File: src/sv/lht_pkg.sv
// Package with the shared constants and types of the learned hysteresis thermostat.
`default_nettype none

package lht_pkg;

  // Offset between the captured sample and the new threshold.
  localparam int unsigned CAPTURE_OFFSET = 5;
  // Smallest gap kept between the on and off levels after a capture.
  localparam int unsigned LEVEL_GAP = 10;
  // Amount by which a held press widens the gap at each phase-zero look.
  localparam int unsigned WIDEN_STEP = 10;

  // Per-beat indicator flags that travel from the core to the output port.
  typedef struct packed {
    logic led;
    logic save;
  } lht_flags_t;

endpackage

`default_nettype wire

File: src/sv/learned_hysteresis_thermostat_unit.sv
// Top level of the learned hysteresis thermostat: stream ports, input stage and core.
`default_nettype none

// Learned hysteresis thermostat. Each input beat carries one temperature
// sample and the button level; each produces exactly one result beat with the
// heater pin, LED, hysteresis mode, both thresholds, the running minimum and
// maximum, and a save strobe that marks a fresh threshold capture (storing the
// levels is left to the system). A beat passes an input register, then one
// pass of compare and add logic that writes the state registers, which double
// as the result register. Throughput is one beat per clock cycle while the
// output side takes results. The accepting edge loads the input register, and
// the state registers are written when the held beat advances into them. The
// pace is set by the single update of the thermostat state registers per beat.
// The input side keeps accepting while a finished result waits on the output
// side, until the input register is also full. No clearing pass is needed
// after reset.
module learned_hysteresis_thermostat_unit #(
  parameter int SAMPLE_BITS = 16,
  parameter int PHASE_BITS  = 3
) (
  input  wire logic                                          clk,
  input  wire logic                                          rst,
  input  wire logic                                          s_tvalid,
  output logic                                               s_tready,
  // Fields from bit 0 up: temperature_code, button_pressed, zero padding.
  input  wire logic [((SAMPLE_BITS + 8) / 8) * 8 - 1:0]      s_tdata,
  output logic                                               m_tvalid,
  input  wire logic                                          m_tready,
  // Fields from bit 0 up: heater_out, led_out, heating_out, on_level_out,
  // off_level_out, lowest_out, highest_out, save_levels, zero padding.
  output logic [((4 * SAMPLE_BITS + 11) / 8) * 8 - 1:0]      m_tdata
);
  import lht_pkg::*;

  localparam int IN_BITS  = SAMPLE_BITS + 1;
  localparam int IN_W     = ((IN_BITS + 7) / 8) * 8;
  localparam int OUT_BITS = 4 * SAMPLE_BITS + 4;
  localparam int OUT_W    = ((OUT_BITS + 7) / 8) * 8;

  logic                   held_valid;
  logic [SAMPLE_BITS-1:0] held_temperature;
  logic                   held_press;
  logic                   advance;
  logic                   out_valid;

  logic                   heater_drive;
  logic                   heating;
  logic [SAMPLE_BITS-1:0] on_level;
  logic [SAMPLE_BITS-1:0] off_level;
  logic [SAMPLE_BITS-1:0] lowest_seen;
  logic [SAMPLE_BITS-1:0] highest_seen;
  lht_flags_t             flags;

  // The held beat moves into the state registers whenever the result slot is
  // empty or its current beat is being taken in this cycle.
  assign advance = held_valid && (!out_valid || m_tready);

  lht_in_stage #(
    .SAMPLE_BITS(SAMPLE_BITS)
  ) u_in_stage (
    .clk             (clk),
    .rst             (rst),
    .in_valid        (s_tvalid),
    .in_ready        (s_tready),
    .in_temperature  (s_tdata[SAMPLE_BITS-1:0]),
    .in_press        (s_tdata[SAMPLE_BITS]),
    .take            (advance),
    .held_valid      (held_valid),
    .held_temperature(held_temperature),
    .held_press      (held_press)
  );

  lht_core #(
    .SAMPLE_BITS(SAMPLE_BITS),
    .PHASE_BITS (PHASE_BITS)
  ) u_core (
    .clk             (clk),
    .rst             (rst),
    .advance         (advance),
    .temperature_code(held_temperature),
    .button_pressed  (held_press),
    .heater_drive    (heater_drive),
    .heating         (heating),
    .on_level        (on_level),
    .off_level       (off_level),
    .lowest_seen     (lowest_seen),
    .highest_seen    (highest_seen),
    .flags           (flags)
  );

  // The state registers hold the result until it is taken, since they only
  // change when the next beat advances into them.
  always_ff @(posedge clk) begin
    if (rst) begin
      out_valid <= 1'b0;
    end else if (advance) begin
      out_valid <= 1'b1;
    end else if (m_tready) begin
      out_valid <= 1'b0;
    end
  end

  assign m_tvalid = out_valid;
  assign m_tdata  = OUT_W'({flags.save, highest_seen, lowest_seen,
                            off_level, on_level, heating, flags.led, heater_drive});

endmodule

`default_nettype wire

File: src/sv/lht_core.sv
// Thermostat state registers and the single-pass update logic for one sample.
`default_nettype none

module lht_core #(
  parameter int SAMPLE_BITS = 16,
  parameter int PHASE_BITS  = 3
) (
  input  wire logic                   clk,
  input  wire logic                   rst,
  input  wire logic                   advance,
  input  wire logic [SAMPLE_BITS-1:0] temperature_code,
  input  wire logic                   button_pressed,
  output logic                        heater_drive,
  output logic                        heating,
  output logic [SAMPLE_BITS-1:0]      on_level,
  output logic [SAMPLE_BITS-1:0]      off_level,
  output logic [SAMPLE_BITS-1:0]      lowest_seen,
  output logic [SAMPLE_BITS-1:0]      highest_seen,
  output lht_pkg::lht_flags_t         flags
);
  import lht_pkg::*;

  localparam logic [SAMPLE_BITS-1:0] OFFSET_S = SAMPLE_BITS'(CAPTURE_OFFSET);
  localparam logic [SAMPLE_BITS-1:0] GAP_S    = SAMPLE_BITS'(LEVEL_GAP);
  localparam logic [SAMPLE_BITS-1:0] WIDEN_S  = SAMPLE_BITS'(WIDEN_STEP);

  logic [PHASE_BITS-1:0]  sample_phase;
  logic                   button_held;

  logic [PHASE_BITS-1:0]  sample_phase_next;
  logic                   button_held_next;
  logic                   heater_drive_next;
  logic                   heating_next;
  logic [SAMPLE_BITS-1:0] on_level_next;
  logic [SAMPLE_BITS-1:0] off_level_next;
  logic [SAMPLE_BITS-1:0] lowest_seen_next;
  logic [SAMPLE_BITS-1:0] highest_seen_next;
  lht_flags_t             flags_next;

  always_comb begin
    logic                   press;
    logic [SAMPLE_BITS-1:0] lim;
    press             = button_pressed;
    lim               = '0;
    button_held_next  = button_held;
    heater_drive_next = heater_drive;
    heating_next      = heating;
    on_level_next     = on_level;
    off_level_next    = off_level;
    flags_next.led    = 1'b0;
    flags_next.save   = 1'b0;

    if (sample_phase == '0) begin
      flags_next.led = 1'b1;
      // A press still held from the previous look widens the gap instead of capturing.
      if (button_held && press) begin
        if (heating) begin
          off_level_next = off_level + WIDEN_S;
        end else begin
          on_level_next = on_level - WIDEN_S;
        end
        press = 1'b0;
      end else begin
        button_held_next = 1'b0;
      end
      if (press) begin
        button_held_next = 1'b1;
        flags_next.save  = 1'b1;
        if (heating) begin
          heater_drive_next = 1'b0;
          off_level_next    = temperature_code - OFFSET_S;
          lim               = off_level_next - GAP_S;
          if (on_level > lim) begin
            on_level_next = lim;
          end
        end else begin
          heater_drive_next = 1'b1;
          on_level_next     = temperature_code + OFFSET_S;
          lim               = on_level_next + GAP_S;
          if (off_level < lim) begin
            off_level_next = lim;
          end
        end
      end
    end

    // Hysteresis; heating may switch on and off again within one sample.
    if (!heating_next && (temperature_code <= on_level_next)) begin
      heater_drive_next = 1'b1;
      heating_next      = 1'b1;
    end
    if (heating_next && (temperature_code >= off_level_next)) begin
      heater_drive_next = 1'b0;
      heating_next      = 1'b0;
    end
  end

  always_comb begin
    lowest_seen_next  = (temperature_code < lowest_seen) ? temperature_code : lowest_seen;
    highest_seen_next = (temperature_code > highest_seen) ? temperature_code : highest_seen;
    sample_phase_next = sample_phase + PHASE_BITS'(1);
  end

  always_ff @(posedge clk) begin
    if (rst) begin
      sample_phase <= '0;
      button_held  <= 1'b0;
      heating      <= 1'b1;
      heater_drive <= 1'b1;
      on_level     <= '0;
      off_level    <= '1;
      lowest_seen  <= '1;
      highest_seen <= '0;
      flags        <= '0;
    end else if (advance) begin
      sample_phase <= sample_phase_next;
      button_held  <= button_held_next;
      heating      <= heating_next;
      heater_drive <= heater_drive_next;
      on_level     <= on_level_next;
      off_level    <= off_level_next;
      lowest_seen  <= lowest_seen_next;
      highest_seen <= highest_seen_next;
      flags        <= flags_next;
    end
  end

  // A save strobe only comes from a phase-zero look.
  assert property (@(posedge clk) disable iff (rst) flags.save |-> flags.led)
    else $error("save strobe without phase-zero LED");

  // The running minimum never rises and the running maximum never falls.
  assert property (@(posedge clk) disable iff (rst)
    advance |=> (lowest_seen <= $past(lowest_seen)) && (highest_seen >= $past(highest_seen)))
    else $error("running extremes moved the wrong way");

  // A capture leaves the button marked as held.
  assert property (@(posedge clk) disable iff (rst) advance |=> (!flags.save || button_held))
    else $error("capture did not mark the button held");

  // The heater pin follows the mode whenever no capture overrides it.
  assert property (@(posedge clk) disable iff (rst)
    advance && !flags_next.save |=> (heater_drive == heating) || ($past(heater_drive) == heater_drive))
    else $error("heater drive diverged from mode without a capture");

endmodule

`default_nettype wire

File: src/sv/lht_in_stage.sv
// Input register that holds one accepted sample beat for the update logic.
`default_nettype none

module lht_in_stage #(
  parameter int SAMPLE_BITS = 16
) (
  input  wire logic                   clk,
  input  wire logic                   rst,
  input  wire logic                   in_valid,
  output logic                        in_ready,
  input  wire logic [SAMPLE_BITS-1:0] in_temperature,
  input  wire logic                   in_press,
  input  wire logic                   take,
  output logic                        held_valid,
  output logic [SAMPLE_BITS-1:0]      held_temperature,
  output logic                        held_press
);

  // The register refills in the same cycle its beat is taken onward.
  assign in_ready = !held_valid || take;

  always_ff @(posedge clk) begin
    if (rst) begin
      held_valid <= 1'b0;
    end else if (in_ready) begin
      held_valid <= in_valid;
    end
  end

  always_ff @(posedge clk) begin
    if (in_ready && in_valid) begin
      held_temperature <= in_temperature;
      held_press       <= in_press;
    end
  end

endmodule

`default_nettype wire

File: config.mk
export PLATFORM = sky130hd
export DESIGN_NAME = learned_hysteresis_thermostat_unit
export DESIGN_NICKNAME = d
export VERILOG_FILES = /design/src/sv/lht_pkg.sv /design/src/sv/learned_hysteresis_thermostat_unit.sv /design/src/sv/lht_core.sv /design/src/sv/lht_in_stage.sv
export SDC_FILE = /design/constraint.sdc
export NUM_CORES = 1
export LEC_CHECK = 0
export ABC_CLOCK_PERIOD_IN_PS = 6300
export BUFFER_PORTS_ARGS = -buffer_cell sky130_fd_sc_hd__buf_2
export CORE_MARGIN = 5
export CORE_UTILIZATION = 55
export CTS_BUF_LIST = sky130_fd_sc_hd__clkbuf_8
export DETAILED_ROUTE_END_ITERATION = 16
export PLACE_DENSITY = 0.76
export REMOVE_ABC_BUFFERS = 1
export SLEW_MARGIN = 30
export SYNTH_ARGS = -nofsm -noshare
export SYNTH_HDL_FRONTEND = slang
export SYNTH_HIERARCHICAL = 1
export SYNTH_SLANG_ARGS = --single-unit
File: constraint.sdc
create_clock -name clk -period 6.3 [get_ports clk]
set_input_delay 0.945 -clock clk [delete_from_list [all_inputs] [get_ports clk]]
set_output_delay 0.945 -clock clk [all_outputs]
set_load 0.01 [all_outputs]
==> results.py <==
metrics = {
    "synthesis": {
        "syn-cell-area_um2": 8440,
        "synth-main-ff-cell": "dfxtp_1",
        "synth-compound-area-share_pct": 23.8,
        "async_flop_share_pct": 0,
        "ys_types": 87,
        "synth_mux_area_share_pct": 3.22,
        "synth_top_family_by_area": "compound AO/OA/AOI/OAI gates",
        "synthAdderAreaFrac_pct": 15.1,
        "syn_area_per_cell_um2": 7.94,
        "synth-edff-count": 17,
        "ys_warn_count": 6,
        "syn_inst": 1063,
        "synthSimpleGateAreaFrac_pct": 20.6,
        "ys_seq_area_share_pct": 23.6,
        "ys_seq_elements": 91,
        "synth_xor_area_share_pct": 7.87,
    },
    "timing": {
        "relSlewSlack_pct": 33.5,
        "worst_pin_slew_ns": 0.995,
        "final.period_utilization_pct": 97.2,
        "hold_viol": 0,
        "hold_slack_ns": 0.469,
        "finalCriticalPeriod_ns": 6.13,
        "finalMaxSlewViolations": 0,
        "setup_viol": 0,
        "timing.final.ws_setup_ns": 0.175,
        "fin_setup_tns_ns": 0,
        "fin_worst_skew_ns": 0.0139,
        "clock.fmax_ghz": 0.163,
    },
    "clock_network": {
        "cts_sinks": 91,
        "cts_tree": "yes",
        "cts_root_buffer": "clkbuf_8",
        "cts_buffers": 9,
        "clk_path_buf_depth": 2,
        "htreeDepth": 3,
        "clk_latency_ns": 0.39,
        "postCtsSetupBuffers": 0,
        "path_clk_slew_ns": 0.10,
    },
    "critical_path": {
        "crit_start": "u_in_stage/held_temperature[0]",
        "cpMaxStageDelayCell": "o41a_1",
        "endpoint_kind": "flip-flop",
        "crit_path_start_kind": "flip-flop",
        "cp_top_family": "compound AO/OA/AOI/OAI gates",
        "path_class": "flip-flop to flip-flop",
        "crit_path_max_fanout": 9,
        "crit_path_max_incr_delay_ns": 0.43,
        "critPathRequiredTime_ns": 6.57,
        "cp.arrival_ns": 6.39,
        "critical_path_buf_inv_count": 3,
        "r2r-start": "u_in_stage/held_temperature[0]",
    },
    "grt": {
        "grtUsageTotal_pct": 32.1,
        "grt_pass1_wl_um": 45500,
        "antenna_found_initial": 0,
        "grt_max_degree": 50,
        "grt_pass1_vias": 8351,
        "grt.overflow.total": 0,
    },
    "drt": {
        "route.vias.total": 8703,
        "avgRoutedWirePerCell_um": 21.5,
        "wl_um": 29000,
        "via_per_inst": 6.46,
        "dr.pass1.iters": 5,
        "drt-initial-drc-count": 1091,
        "ant_nets": 0,
        "drcViolationCount": 0,
    },
    "placed_design": {
        "pre_cts_ws_ns": 0.0284,
        "place_hpwl_um": 21300,
        "placed_cells": 1332,
        "numPortBuffers": 90,
        "place.gp.congestion": 0.981,
    },
    "die": {
        "rows": 45,
        "die_w_um": 134,
        "dieArea_um2": 17900,
        "fp.dieH_um": 134,
        "num_io_pins": 102,
        "start_util_pct": 55.8,
        "core_um2": 15100,
    },
    "finish": {
        "final_common_cell": "ha_1",
        "post-route-util_pct": 62.9,
        "n_antenna_cell": 0,
        "fin_cells": 1348,
        "fin_nets": 1285,
        "syn_to_final_growth_pct": 12.8,
        "final_cell_mix": "ha_1 (102), nand2_1 (93), buf_2 (90)",
        "drive_gt1_share_pct": 16.4,
    },
    "worst_hold_path": {
        "min_path_type": "flip-flop to flip-flop",
        "min_from": "u_core/flags[1]",
    },
    "run": {
        "drv_cap": 0,
    },
    "power": {
        "power.leakage_uw": 0.00417,
        "worst_ir_drop_vdd_v": 0.000142,
        "p_per_area_nw_per_um2": 196,
    },
    "outcome": {
        "outcome": "completed",
    },
}
## registers in the layout (all words and copies together) (netlist names)
register,cells
u_core/lowest_seen,16
m_tvalid,1
u_core/off_level,16
u_in_stage/held_temperature,16
u_core/sample_phase,3
u_core/button_held,1
u_core/heating,1
u_core/highest_seen,16
u_in_stage/held_press,1
u_core/on_level,16
u_in_stage/held_valid,1
u_core/heater_drive,1
u_core/flags,2
## tightest hold or removal path, delay by kind of cell, from the launching register on
kind / cells / cell delay, ns
AO/OA/AOI/OAI: 1 / 0.05
AND/OR/NAND/NOR: 1 / 0.06
flip-flops: 1 / 0.32
## metrics by stage
stage	cell area, um^2	power (uW)
after floorplan	8170	1180
after global placement	9290	1440
after detailed placement	9310	1450
after CTS	9490	1850
after global routing	9520	1980
final	9520	1870
## routing by layer
layer | vias to the layer above | share of wire [%] | global-route usage [%] | wire, um
met5 | - | 0 | 0 | 0
met4 | 0 | 4.3 | 13.9 | 1250
met3 | 93 | 10 | 5.55 | 2980
met2 | 495 | 44 | 50.1 | 12700
met1 | 4041 | 42 | 43.7 | 12100
li1 | 4074 | - | - | -
## cell type report
| cell class | instances | area (um^2) |
|---|---|---|
| Multi-Input combinational cell | 856 | 6040 |
| Sequential cell | 91 | 1990 |
| Fill cell | 1365 | 5620 |
| Tap cell | 188 | 235 |
| Clock inverter | 7 | 50.0 |
| Timing Repair Buffer | 141 | 871 |
| Clock buffer | 9 | 124 |
| Inverter | 56 | 210 |
## logic make-up after synthesis
| family | Yosys count |
|---|---|
| AND/OR/NAND/NOR | 347 |
| AO/OA/AOI/OAI | 301 |
| adder cells (fa/ha/maj) | 102 |
| multiplexers | 27 |
| flip-flops | 91 |
| buffers and inverters | 119 |
| XOR/XNOR | 75 |
| other | 1 |
## Yosys cell counts, types with 9 or more instances
master | count | area, um^2
a211oi_1 | 16 | 120
edfxtp_1 | 17 | 510
inv_1 | 55 | 206
a21oi_1 | 79 | 395
o211ai_1 | 38 | 285
nor2_1 | 87 | 327
buf_4 | 10 | 75.1
nor2b_1 | 12 | 75.1
xnor2_1 | 39 | 342
a31oi_1 | 10 | 62.6
mux2i_1 | 26 | 260
dfxtp_1 | 74 | 1480
ha_1 | 102 | 1280
a21o_1 | 17 | 128
nand4_1 | 29 | 181
nor3_1 | 25 | 125
nand2_1 | 93 | 349
nand2b_1 | 9 | 56.3
o21ai_0 | 54 | 270
nand3_1 | 35 | 175
xor2_1 | 35 | 307
clkbuf_1 | 43 | 161
## power by group
| part | internal (uW) | switching [uW] | leakage (uW) | total (uW) |
|---|---|---|---|---|
| combinational | 300 | 474 | 0.00331 | 774 |
| clock | 146 | 248 | 0.0000895 | 394 |
| sequential | 637 | 62.0 | 0.000770 | 699 |
| total | 1080 | 784 | 0.00417 | 1870 |
## what timing repair did
item | 4_1_cts | 5_1_grt
hold buffers | 0 | 0
pin swaps | 0 | 3
hold endpoints to repair | 0 | 0
gates resized for setup | 1 | 10
endpoints found under the setup margin | 1 | 2
## final timing paths
check,to,slack [ns],cells past startpoint
max,u_core/heater_drive,0.17,27
min,u_core/flags[1],0.47,2
max reg2reg,u_core/heater_drive,0.17,27
min reg2reg,u_core/flags[1],0.47,2
No activity file was read; power rests on OpenSTA's default activity.
